$ cat src/rtl/core/rtph_pkg.sv
// Shared types, constants and codes of the RTP H.264 packetizer.
package rtph_pkg;

	localparam int MAX_PAYLOAD = 1024;
	localparam int PAY_LOG     = $clog2(MAX_PAYLOAD);
	localparam int MAX_RESULTS = 34;
	localparam int RES_W       = $clog2(MAX_RESULTS + 1);
	localparam int FRAG_W      = 16 - PAY_LOG;
	localparam int TOT_W       = ((FRAG_W > RES_W) ? FRAG_W : RES_W) + 1;

	localparam int DIV_W     = 24;
	localparam int DIV_CNT_W = $clog2(DIV_W);

	localparam logic [4:0]       FU_A_TYPE      = 5'd28;
	localparam logic [7:0]       NAL_TYPE_MASK  = 8'h1F;
	localparam logic [DIV_W-1:0] AUDIO_TICKS    = 24'd1000000;
	localparam logic [DIV_W-1:0] AUDIO_RATE_DEF = 24'd8000;
	localparam logic [DIV_W-1:0] VIDEO_RATE_DEF = 24'd90000;
	localparam logic [7:0]       FPS_DEF        = 8'd25;

	localparam logic [1:0] CFG_AUTO  = 2'd0;
	localparam logic [1:0] CFG_SRATE = 2'd1;
	localparam logic [1:0] CFG_FRATE = 2'd2;

	typedef enum logic [1:0] {
		KIND_EXT    = 2'd0,
		KIND_SINGLE = 2'd1,
		KIND_FUA    = 2'd2,
		KIND_AUDIO  = 2'd3
	} pkt_kind_t;

	typedef enum logic [1:0] {
		BODY_NONE,
		BODY_AUDIO,
		BODY_SINGLE,
		BODY_FRAG
	} body_t;

	typedef enum logic [1:0] {
		F_IDLE,
		F_DIV,
		F_CLASS,
		F_PUSH
	} front_state_t;

	// one frame's packet plan, front to back
	typedef struct packed {
		logic [31:0]       stamp;
		logic [15:0]       seq_base;
		logic              has_ext;
		logic              ext_marker;
		logic [14:0]       ext_len;
		body_t             body;
		logic [7:0]        nalu;
		logic [2:0]        off_base;
		logic [14:0]       body_len;
		logic [FRAG_W-1:0] frag_cnt;
		logic [RES_W-1:0]  pkt_n;
		logic              over;
	} cmd_t;

	typedef struct packed {
		logic [15:0] seq;
		logic [31:0] stamp;
		logic        marker;
		logic        ext_flag;
		pkt_kind_t   pkt_kind;
		logic [7:0]  prefix_a;
		logic [7:0]  prefix_b;
		logic [14:0] pay_offset;
		logic [14:0] pay_len;
		logic        too_long;
		logic        last;
	} pkt_t;

endpackage

$ cat src/rtl/core/rtph_front.sv
// Front end: accepts frame words, keeps timestamp and sequence state, plans packets.
module rtph_front (
	input  logic              clk,
	input  logic              arst_n,
	input  logic              cfg_we,
	input  logic [1:0]        cfg_index,
	input  logic [23:0]       cfg_data,
	input  logic              in_valid,
	output logic              in_ready,
	input  logic              req_type,
	input  logic [14:0]       frame_len,
	input  logic [39:0]       lead_bytes,
	input  logic [31:0]       frame_stamp,
	input  logic [15:0]       ext_len,
	output logic              push,
	output rtph_pkg::cmd_t    push_data,
	input  logic              full
);

	rtph_pkg::front_state_t state_q, state_d;

	logic        auto_q;
	logic [23:0] srate_q;
	logic [7:0]  frate_q;
	logic        started_q;
	logic [31:0] stamp_q;
	logic [15:0] vseq_q;
	logic [15:0] aseq_q;

	logic        req_type_q;
	logic [14:0] size_q;
	logic [39:0] lead_q;
	logic [15:0] elen_q;

	logic [rtph_pkg::DIV_W-1:0]     div_rem_q;
	logic [rtph_pkg::DIV_W-1:0]     div_quo_q;
	logic [rtph_pkg::DIV_W-1:0]     div_den_q;
	logic [rtph_pkg::DIV_CNT_W-1:0] div_cnt_q;

	logic [rtph_pkg::DIV_W:0]   rem_sh;
	logic [rtph_pkg::DIV_W:0]   rem_sub;
	logic                       div_ge;
	logic [rtph_pkg::DIV_W-1:0] rem_nxt;
	logic [rtph_pkg::DIV_W-1:0] quo_nxt;
	logic                       div_done;

	logic [23:0] srate_eff;
	logic [7:0]  frate_eff;

	rtph_pkg::cmd_t cmd_q, cmd_d;

	logic accept;

	assign accept = in_valid && in_ready;

	// restoring divider, one quotient bit per cycle
	assign rem_sh   = {div_rem_q, div_quo_q[rtph_pkg::DIV_W-1]};
	assign rem_sub  = rem_sh - {1'b0, div_den_q};
	assign div_ge   = rem_sh >= {1'b0, div_den_q};
	assign rem_nxt  = div_ge ? rem_sub[rtph_pkg::DIV_W-1:0] : rem_sh[rtph_pkg::DIV_W-1:0];
	assign quo_nxt  = {div_quo_q[rtph_pkg::DIV_W-2:0], div_ge};
	assign div_done = div_cnt_q == rtph_pkg::DIV_CNT_W'(rtph_pkg::DIV_W - 1);

	assign srate_eff = (srate_q != 24'd0) ? srate_q :
		(req_type ? rtph_pkg::VIDEO_RATE_DEF : rtph_pkg::AUDIO_RATE_DEF);
	assign frate_eff = (frate_q != 8'd0) ? frate_q : rtph_pkg::FPS_DEF;

	// packet plan from the latched frame word
	always_comb begin
		logic [7:0]                  b0, b1, b2, b3, b4;
		logic                        pos3, pos4, vid_ok, single;
		logic [2:0]                  pos;
		logic [14:0]                 dsz;
		logic [rtph_pkg::PAY_LOG-1:0] rem_l;
		logic [rtph_pkg::FRAG_W-1:0]  frag_cnt, body_cnt;
		logic [rtph_pkg::TOT_W-1:0]   total;
		logic                        has_ext;
		b0 = lead_q[39:32];
		b1 = lead_q[31:24];
		b2 = lead_q[23:16];
		b3 = lead_q[15:8];
		b4 = lead_q[7:0];
		pos3 = (b0 == 8'd0) && (b1 == 8'd0) && (b2 == 8'd1);
		pos4 = !pos3 && (b0 == 8'd0) && (b1 == 8'd0) && (b2 == 8'd0) && (b3 == 8'd1);
		pos = pos3 ? 3'd3 : 3'd4;
		vid_ok = (size_q > 15'd4) && (pos3 || pos4);
		dsz = size_q - {12'd0, pos};
		single = dsz <= 15'(rtph_pkg::MAX_PAYLOAD);
		rem_l = dsz[rtph_pkg::PAY_LOG-1:0];
		frag_cnt = {1'b0, dsz[14:rtph_pkg::PAY_LOG]} +
			rtph_pkg::FRAG_W'(rem_l != '0);
		has_ext = (elen_q != 16'd0) && (elen_q < 16'(rtph_pkg::MAX_PAYLOAD));

		cmd_d            = '0;
		cmd_d.stamp      = stamp_q;
		cmd_d.seq_base   = req_type_q ? vseq_q : aseq_q;
		cmd_d.has_ext    = has_ext;
		cmd_d.ext_marker = size_q == 15'd0;
		cmd_d.ext_len    = elen_q[14:0];
		cmd_d.nalu       = pos3 ? b3 : b4;
		cmd_d.off_base   = pos + 3'd1;
		cmd_d.frag_cnt   = frag_cnt;
		body_cnt         = '0;
		if (!req_type_q) begin
			if (size_q != 15'd0) begin
				cmd_d.body     = rtph_pkg::BODY_AUDIO;
				cmd_d.body_len = size_q;
				body_cnt       = rtph_pkg::FRAG_W'(1);
			end
		end else if (vid_ok) begin
			if (single) begin
				cmd_d.body     = rtph_pkg::BODY_SINGLE;
				cmd_d.body_len = dsz - 15'd1;
				body_cnt       = rtph_pkg::FRAG_W'(1);
			end else begin
				cmd_d.body     = rtph_pkg::BODY_FRAG;
				cmd_d.body_len = (rem_l == '0) ? 15'(rtph_pkg::MAX_PAYLOAD - 1) :
					15'(rem_l) - 15'd1;
				body_cnt       = frag_cnt;
			end
		end
		total = rtph_pkg::TOT_W'(has_ext) + rtph_pkg::TOT_W'(body_cnt);
		cmd_d.over  = total > rtph_pkg::TOT_W'(rtph_pkg::MAX_RESULTS);
		cmd_d.pkt_n = cmd_d.over ? rtph_pkg::RES_W'(rtph_pkg::MAX_RESULTS) :
			total[rtph_pkg::RES_W-1:0];
	end

	always_ff @(posedge clk or negedge arst_n) begin
		if (!arst_n) begin
			state_q <= rtph_pkg::F_IDLE;
		end else begin
			state_q <= state_d;
		end
	end

	always_comb begin
		state_d  = state_q;
		in_ready = 1'b0;
		push     = 1'b0;
		unique case (state_q)
			rtph_pkg::F_IDLE: begin
				in_ready = 1'b1;
				if (in_valid) begin
					state_d = (auto_q && started_q) ? rtph_pkg::F_DIV : rtph_pkg::F_CLASS;
				end
			end
			rtph_pkg::F_DIV: begin
				if (div_done) begin
					state_d = rtph_pkg::F_CLASS;
				end
			end
			rtph_pkg::F_CLASS: begin
				state_d = (cmd_d.pkt_n != '0) ? rtph_pkg::F_PUSH : rtph_pkg::F_IDLE;
			end
			rtph_pkg::F_PUSH: begin
				push = !full;
				if (!full) begin
					state_d = rtph_pkg::F_IDLE;
				end
			end
		endcase
	end

	always_ff @(posedge clk or negedge arst_n) begin
		if (!arst_n) begin
			auto_q    <= 1'b1;
			srate_q   <= '0;
			frate_q   <= '0;
			started_q <= 1'b0;
			stamp_q   <= '0;
			vseq_q    <= '0;
			aseq_q    <= '0;
		end else begin
			if (cfg_we) begin
				unique case (cfg_index)
					rtph_pkg::CFG_AUTO:  auto_q  <= cfg_data[0];
					rtph_pkg::CFG_SRATE: srate_q <= cfg_data;
					rtph_pkg::CFG_FRATE: frate_q <= cfg_data[7:0];
					default: ;
				endcase
			end
			if (accept) begin
				if (!auto_q) begin
					stamp_q <= frame_stamp;
				end else if (!started_q) begin
					stamp_q   <= '0;
					started_q <= 1'b1;
				end else begin
					srate_q <= srate_eff;
					if (req_type) begin
						frate_q <= frate_eff;
					end
				end
			end
			if (state_q == rtph_pkg::F_DIV && div_done) begin
				stamp_q <= stamp_q + 32'(quo_nxt);
			end
			if (state_q == rtph_pkg::F_CLASS) begin
				if (req_type_q) begin
					vseq_q <= vseq_q + 16'(cmd_d.pkt_n);
				end else begin
					aseq_q <= aseq_q + 16'(cmd_d.pkt_n);
				end
			end
		end
	end

	always_ff @(posedge clk) begin
		if (accept) begin
			req_type_q <= req_type;
			size_q     <= frame_len;
			lead_q     <= lead_bytes;
			elen_q     <= ext_len;
			div_rem_q  <= '0;
			div_cnt_q  <= '0;
			div_quo_q  <= req_type ? srate_eff : rtph_pkg::AUDIO_TICKS;
			div_den_q  <= req_type ? {16'd0, frate_eff} : srate_eff;
		end else if (state_q == rtph_pkg::F_DIV) begin
			div_rem_q <= rem_nxt;
			div_quo_q <= quo_nxt;
			div_cnt_q <= div_cnt_q + 1'b1;
		end
		if (state_q == rtph_pkg::F_CLASS) begin
			cmd_q <= cmd_d;
		end
	end

	assign push_data = cmd_q;

endmodule

$ cat src/rtl/core/rtph_fifo.sv
// Two-entry queue of packet plans between front and back.
module rtph_fifo (
	input  logic           clk,
	input  logic           arst_n,
	input  logic           push,
	input  rtph_pkg::cmd_t push_data,
	output logic           full,
	input  logic           pop,
	output rtph_pkg::cmd_t pop_data,
	output logic           empty
);

	rtph_pkg::cmd_t mem [2];
	logic       wr_ptr_q;
	logic       rd_ptr_q;
	logic [1:0] count_q;

	assign full     = count_q == 2'd2;
	assign empty    = count_q == 2'd0;
	assign pop_data = mem[rd_ptr_q];

	always_ff @(posedge clk or negedge arst_n) begin
		if (!arst_n) begin
			wr_ptr_q <= 1'b0;
			rd_ptr_q <= 1'b0;
			count_q  <= '0;
		end else begin
			if (push) begin
				wr_ptr_q <= !wr_ptr_q;
			end
			if (pop) begin
				rd_ptr_q <= !rd_ptr_q;
			end
			count_q <= count_q + 2'(push) - 2'(pop);
		end
	end

	always_ff @(posedge clk) begin
		if (push) begin
			mem[wr_ptr_q] <= push_data;
		end
	end

endmodule

$ cat src/rtl/core/rtph_back.sv
// Back end: walks a packet plan and emits one packet word per cycle unless the output stalls.
module rtph_back (
	input  logic           clk,
	input  logic           arst_n,
	output logic           pop,
	input  rtph_pkg::cmd_t pop_data,
	input  logic           empty,
	output logic           out_valid,
	input  logic           out_ready,
	output rtph_pkg::pkt_t pkt
);

	rtph_pkg::cmd_t cmd_q;
	logic                       busy_q;
	logic [rtph_pkg::RES_W-1:0] idx_q;
	logic                       out_valid_q;
	rtph_pkg::pkt_t             pkt_q, pkt_d;
	logic                       load;

	assign pop  = !busy_q && !empty;
	assign load = busy_q && (!out_valid_q || out_ready);

	always_comb begin
		logic [rtph_pkg::RES_W-1:0] j;
		logic                       endf;
		j    = idx_q - rtph_pkg::RES_W'(cmd_q.has_ext);
		endf = (rtph_pkg::TOT_W'(j) + rtph_pkg::TOT_W'(1)) ==
			rtph_pkg::TOT_W'(cmd_q.frag_cnt);

		pkt_d            = '0;
		pkt_d.seq        = cmd_q.seq_base + 16'(idx_q);
		pkt_d.stamp      = cmd_q.stamp;
		pkt_d.too_long   = cmd_q.over;
		pkt_d.last       = (idx_q + 1'b1) == cmd_q.pkt_n;
		if (cmd_q.has_ext && idx_q == '0) begin
			pkt_d.marker   = cmd_q.ext_marker;
			pkt_d.ext_flag = 1'b1;
			pkt_d.pkt_kind = rtph_pkg::KIND_EXT;
			pkt_d.pay_len  = cmd_q.ext_len;
		end else begin
			unique case (cmd_q.body)
				rtph_pkg::BODY_AUDIO: begin
					pkt_d.marker   = 1'b1;
					pkt_d.pkt_kind = rtph_pkg::KIND_AUDIO;
					pkt_d.pay_len  = cmd_q.body_len;
				end
				rtph_pkg::BODY_SINGLE: begin
					pkt_d.marker     = 1'b1;
					pkt_d.pkt_kind   = rtph_pkg::KIND_SINGLE;
					pkt_d.prefix_a   = cmd_q.nalu;
					pkt_d.pay_offset = 15'(cmd_q.off_base);
					pkt_d.pay_len    = cmd_q.body_len;
				end
				rtph_pkg::BODY_FRAG: begin
					pkt_d.marker     = endf;
					pkt_d.pkt_kind   = rtph_pkg::KIND_FUA;
					pkt_d.prefix_a   = {cmd_q.nalu[7:5], rtph_pkg::FU_A_TYPE};
					pkt_d.prefix_b   = {j == '0, endf, 1'b0,
						5'(cmd_q.nalu & rtph_pkg::NAL_TYPE_MASK)};
					pkt_d.pay_offset = 15'(cmd_q.off_base) + (15'(j) << rtph_pkg::PAY_LOG);
					pkt_d.pay_len    = endf ? cmd_q.body_len : 15'(rtph_pkg::MAX_PAYLOAD);
				end
				rtph_pkg::BODY_NONE: ;
			endcase
		end
	end

	always_ff @(posedge clk or negedge arst_n) begin
		if (!arst_n) begin
			busy_q      <= 1'b0;
			idx_q       <= '0;
			out_valid_q <= 1'b0;
			cmd_q       <= '0;
		end else begin
			if (pop) begin
				busy_q <= 1'b1;
				idx_q  <= '0;
				cmd_q  <= pop_data;
			end else if (load) begin
				idx_q <= idx_q + 1'b1;
				if (pkt_d.last) begin
					busy_q <= 1'b0;
				end
			end
			if (load) begin
				out_valid_q <= 1'b1;
			end else if (out_ready) begin
				out_valid_q <= 1'b0;
			end
		end
	end

	always_ff @(posedge clk) begin
		if (load) begin
			pkt_q <= pkt_d;
		end
	end

	assign out_valid = out_valid_q;
	assign pkt       = pkt_q;

	a_idx_bound: assert property (@(posedge clk) disable iff (!arst_n)
		busy_q |-> idx_q < cmd_q.pkt_n)
		else $error("packet index past plan");

	a_last_ends: assert property (@(posedge clk) disable iff (!arst_n)
		load && pkt_d.last |=> !busy_q && out_valid_q && pkt_q.last)
		else $error("plan not closed after last packet");

	a_step: assert property (@(posedge clk) disable iff (!arst_n)
		load && !pkt_d.last |=> busy_q && idx_q == $past(idx_q) + 1'b1)
		else $error("packet index did not advance");

endmodule

$ cat src/rtl/core/rtp_h264_packetizer_top.sv
// Top level of the RTP H.264 / audio packetizer: front, plan queue, back.
//
//  channel  signals                         role
//  in       in_valid / in_ready + fields    frame word in
//  out      out_valid / out_ready + fields  packet word out
//  cfg      cfg_we, cfg_index, cfg_data     register write, no wait
//
// In the front a frame word is accepted, runs the divider when the timestamp is
// generated and the frame is not the first after reset, is classified, and its plan
// is pushed (no push when it gives no packet), waiting while the plan queue is full.
// The back loads each frame's plan, then emits one packet word per cycle unless stalled.
// Reset clears sequence counters and timestamp and restores register defaults.
// A two-entry plan queue lets the front take frames while the output is stalled.
module rtp_h264_packetizer_top (
	input  logic        clk,
	input  logic        arst_n,
	input  logic        cfg_we,
	input  logic [1:0]  cfg_index,
	input  logic [23:0] cfg_data,
	input  logic        in_valid,
	output logic        in_ready,
	input  logic        req_type,
	input  logic [14:0] frame_len,
	input  logic [39:0] lead_bytes,
	input  logic [31:0] frame_stamp,
	input  logic [15:0] ext_len,
	output logic        out_valid,
	input  logic        out_ready,
	output logic [15:0] seq,
	output logic [31:0] stamp,
	output logic        marker,
	output logic        ext_flag,
	output logic [1:0]  pkt_kind,
	output logic [7:0]  prefix_a,
	output logic [7:0]  prefix_b,
	output logic [14:0] pay_offset,
	output logic [14:0] pay_len,
	output logic        too_long,
	output logic        last
);

	logic           push;
	logic           pop;
	logic           full;
	logic           empty;
	rtph_pkg::cmd_t push_data;
	rtph_pkg::cmd_t pop_data;
	rtph_pkg::pkt_t pkt;

	rtph_front u_front (
		.clk         (clk),
		.arst_n      (arst_n),
		.cfg_we      (cfg_we),
		.cfg_index   (cfg_index),
		.cfg_data    (cfg_data),
		.in_valid    (in_valid),
		.in_ready    (in_ready),
		.req_type    (req_type),
		.frame_len   (frame_len),
		.lead_bytes  (lead_bytes),
		.frame_stamp (frame_stamp),
		.ext_len     (ext_len),
		.push        (push),
		.push_data   (push_data),
		.full        (full)
	);

	rtph_fifo u_fifo (
		.clk       (clk),
		.arst_n    (arst_n),
		.push      (push),
		.push_data (push_data),
		.full      (full),
		.pop       (pop),
		.pop_data  (pop_data),
		.empty     (empty)
	);

	rtph_back u_back (
		.clk       (clk),
		.arst_n    (arst_n),
		.pop       (pop),
		.pop_data  (pop_data),
		.empty     (empty),
		.out_valid (out_valid),
		.out_ready (out_ready),
		.pkt       (pkt)
	);

	assign seq        = pkt.seq;
	assign stamp      = pkt.stamp;
	assign marker     = pkt.marker;
	assign ext_flag   = pkt.ext_flag;
	assign pkt_kind   = pkt.pkt_kind;
	assign prefix_a   = pkt.prefix_a;
	assign prefix_b   = pkt.prefix_b;
	assign pay_offset = pkt.pay_offset;
	assign pay_len    = pkt.pay_len;
	assign too_long   = pkt.too_long;
	assign last       = pkt.last;

endmodule
$ cat config.mk
export PLATFORM = sky130hd
export DESIGN_NAME = rtp_h264_packetizer_top
export DESIGN_NICKNAME = d
export VERILOG_FILES = /design/src/rtl/core/rtph_pkg.sv /design/src/rtl/core/rtph_front.sv /design/src/rtl/core/rtph_fifo.sv /design/src/rtl/core/rtph_back.sv /design/src/rtl/core/rtp_h264_packetizer_top.sv
export SDC_FILE = /design/constraint.sdc
export NUM_CORES = 1
export LEC_CHECK = 0
export ABC_AREA = 1
export BUFFER_PORTS_ARGS = -buffer_cell sky130_fd_sc_hd__buf_2
export CORE_MARGIN = 2
export CORE_UTILIZATION = 55
export CTS_CLUSTER_SIZE = 30
export DETAILED_ROUTE_END_ITERATION = 6
export PLACE_DENSITY = 0.77
export SLEW_MARGIN = 5
export SYNTH_ARGS = -nofsm -noshare
export SYNTH_HDL_FRONTEND = slang
export SYNTH_SLANG_ARGS = --single-unit
$ cat constraint.sdc
create_clock -name clk -period 6.1 [get_ports clk]
set_input_delay 1.22 -clock clk [delete_from_list [all_inputs] [get_ports clk]]
set_output_delay 1.22 -clock clk [all_outputs]
set_load 0.02 [all_outputs]
==> flow_summary_export.csv <==
group,metric,value,unit
yosys,ys_async_sr_fraction,0.2822,
grt,overflow,0,
timing,worst_pin_slew,1072,ps
timing,drv_slew,0,
yosys,synth_edf_count,523,
clock_network,clkSinkCount,769,
critical_path,rrSetupSlack,-60,ps
critical_path,setup.worst_path.end,"u_front.vseq_q[15]",
grt,antenna_found_initial,3,
route,antenna_left,0,
critical_path,critical_path_class,"reg2reg",
clock_network,cts_tree,"yes",
min_path,hp-class,"reg2reg",
power,p_total,20990,uW
clock_network,cts_buffers,80,
yosys,synthCells,3005,
die,ios,237,
yosys,synth_area,0.03313,mm2
timing,finalSetupViolCount,1,
die,die_area,0.06221,mm2
route,drt_wl_total,77.69,mm
yosys,synth-seq-cells,769,
timing,grt_setup_unrepaired,"yes",
die,initial_core_util,0.5592,
grt,grt_max_degree,199,
placement,io_buffers,227,
clock_network,cts.path.max_buffers,3,
critical_path,reg2reg_depth,38,
critical_path,crit_start,"u_front.lead_q[21]",
critical_path,crit_path_max_incr_delay,560,ps
timing,fin_crit,6164,ps
route,vias,23370,
power,ir_drop,0.0002993,V
die,die_h,249.4,um
placement,dp_hpwl,50.20,mm
cells_and_area,fillers,4220,
yosys,syn_avg_cell_area,11.02,um2
placement,finalWeightedCongestion,0.9253,
route,drt-pass1-iter-count,6,
cells_and_area,fin_cells,4189,
timing,fmax,162.2,MHz
die,fp.dieW,249.4,um
clock_network,cts_root_buffer,"clkbuf_16",
route,wire_per_inst,18.55,um
critical_path,r2r-end,"u_front.vseq_q[15]",
clock_network,worst_skew_pair.late_latency,630,ps
critical_path,crit_fanout,4,
critical_path,cpMaxStageDelayCell,"or4_4",
yosys,yosysTopAreaCellShare,0.4741,
critical_path,endpoint_kind,"flip-flop",
timing,fin_skew,21.60,ps
run,drv_cap,0,
critical_path,cpMostUsedCell,"ha_4",
power,p_leak,0.01614,uW
placement,dp_cells,3981,
critical_path,reg2reg_from,"u_front.lead_q[21]",
cells_and_area,area_growth,18.01,%
cells_and_area,drive_gt1_frac,0.1839,
cells_and_area,postLayoutCellArea,0.03909,mm2
timing,setup_tns,-63.60,ps
grt,grt_pass1_vias,22870,
cells_and_area,nNetsFinal,3578,
placement,dpl_cell_area,0.03549,mm2
route,viasPerCell,5.578,
timing,worst_slack,-63.60,ps
route,drcViolationCount,0,
clock_network,htreeDepth,3,
grt,grt_pass1_wl,121.5,mm
power,power.density,536.9,mW/mm2
route,drt_iter0_markers,2036,
status,violations,"setup timing",
clock_network,cts.reportedPaths.clkPinSlew,60,ps
yosys,synthFlopType,"edfxtp_1",
yosys,synth_cell_types,64,
status,status,"finished, violations left",
timing,max-slew-margin-rel,0.2854,
critical_path,cp.arrival,6700,ps
clock_network,hold_buffers,0,
critical_path,cp-start-kind,"flip-flop",
timing,period_share,1.010,
timing,hold_violations,0,
grt,grt.total_usage,0.2444,
yosys,yosysTopAreaCell,"edfxtp_1",
yosys,yosysWarnings,0,
die,coreArea,0.05924,mm2
critical_path,worstPathRequired,6640,ps
die,rows,89,
yosys,synth.area.top_cells,"edfxtp_1, dfrtp_1, nand2_1, nor2_1, ha_1",
yosys,ys_seq_area_frac,0.6556,
-- area by class of cell --
cell class / count / area (um2) / share of cell area
repair buffers: 360 / 2212 / 0.05659
diodes: 1 / 2.502 / 0.00006401
clock inverters: 40 / 424.2 / 0.01085
flip-flops and latches: 769 / 21720 / 0.5556
clock buffers: 109 / 2233 / 0.05713
multi-input cells: 1877 / 10550 / 0.2699
well taps: 773 / 967.2 / 0.02474
inverters: 260 / 980.9 / 0.02509
-- power by group --
group / internal, uW / total [uW] / switching, uW
registers: 7850 / 8930 / 1090
logic: 2370 / 7170 / 4800
clock network: 2850 / 4880 / 2040
total: 13100 / 21000 / 7920
-- per-layer routing --
layer | wire (um) | vias to the layer above | global-route usage
li1 | - | 11040 | -
met1 | 33090 | 11310 | 0.3342
met2 | 37430 | 853 | 0.4020
met3 | 4845 | 162 | 0.03630
met4 | 2292 | 4 | 0.08795
met5 | 27 | - | 0
-- critical path, delay by kind of cell, from the launching register on --
kind,cells,cell delay (ps)
compound gates,5,580
xor+xnor,2,350
fa+ha+maj,6,1420
buf+inv,8,730
flops,1,420
simple gates,17,2550
-- registers in the layout, summed over array words and instances, names as in the netlist, 5 cells and up --
| name | cells |
|---|---|
| u_fifo.mem | 208 |
| u_back.cmd_q | 105 |
| u_front.push_data | 104 |
| u_back.pkt | 91 |
| u_front.lead_q | 40 |
| u_front.stamp_q | 32 |
| u_front.div_den_q | 24 |
| u_front.div_quo_q | 24 |
| u_front.div_rem_q | 24 |
| u_front.srate_q | 24 |
| u_front.aseq_q | 16 |
| u_front.elen_q | 16 |
| u_front.vseq_q | 16 |
| u_front.size_q | 15 |
| u_front.frate_q | 8 |
| u_back.idx_q | 6 |
| u_front.div_cnt_q | 5 |
-- cell families after synthesis --
family | count (synthesis) | synth area share
buffers and inverters | 367 | 0.04291
DFF | 769 | 0.6556
other | 1 | 0.0001132
adders and majority gates | 95 | 0.03724
muxes | 1 | 0.0003399
and+or+nand+nor | 1130 | 0.1429
xor gates and xnor gates | 108 | 0.02946
AOI/OAI and AO/OA | 534 | 0.09148
-- how the worst min path moves through the flow --
stage	from	end	cells past startpoint
after detailed placement	u_front.push_data[57]	u_fifo.mem[1][57]	0
after floorplan	u_front.push_data[0]	u_fifo.mem[0][0]	0
after CTS	u_front.push_data[15]	u_fifo.mem[0][15]	0
after global placement	u_front.push_data[42]	u_fifo.mem[1][42]	0
final	u_front.push_data[15]	u_fifo.mem[0][15]	0
after global routing	u_front.push_data[23]	u_fifo.mem[0][23]	0
-- placed cells by master (no fill, tap or decap), types with 17 or more instances in the layout --
cell / n
nand2_1: 610
edfxtp_1: 523
nor2_1: 289
inv_1: 243
buf_2: 226
dfrtp_1: 215
o21ai_0: 167
a31oi_1: 142
a21oi_1: 137
buf_4: 122
clkbuf_16: 82
ha_1: 77
xor2_1: 68
nand3_1: 58
xnor2_1: 33
dfxtp_1: 29
nand4_1: 28
nor3_1: 25
o211ai_1: 21
clkbuf_1: 19
nor4_1: 18
nor2_4: 18
clkinv_2: 18
nor2_2: 17
nand2_2: 17
-- stage by stage --
step | worst slack [ps] | hold slack (ps) | utilization
after floorplan | 26.18 | 421.5 | -
after global placement | -197.9 | 422.3 | 0.5991
after detailed placement | -523.7 | 430.6 | 0.5991
after CTS | -66.26 | 429.4 | 0.6541
after global routing | -400.2 | 440.1 | 0.6598
final | -63.60 | 435.1 | 0.6599
-- timing repair --
item	in CTS	in global routing
endpoints found under the setup margin	23	23
pin swaps	48	47
gates resized for setup	57	54
setup buffers	47	17
gates cloned	0	0
-- synth_stat cells, types with 6 or more instances --
library cell	count
dfrtp_1	216
inv_1	249
nand4_1	28
o22ai_1	10
xnor2_1	34
xor2_1	70
o21ai_1	6
o211ai_1	21
a21oi_1	143
dfxtp_1	29
nor2_1	310
nor3_1	33
or2_2	6
fa_1	6
ha_1	89
a31oi_1	144
nand2_1	617
nor2_4	7
clkbuf_1	95
nand3_1	63
nor4_1	21
edfxtp_1	523
inv_2	7
o21ai_0	173
nor2_2	7
buf_4	9
nand2_2	14
(Power assumes the default switching activity.)
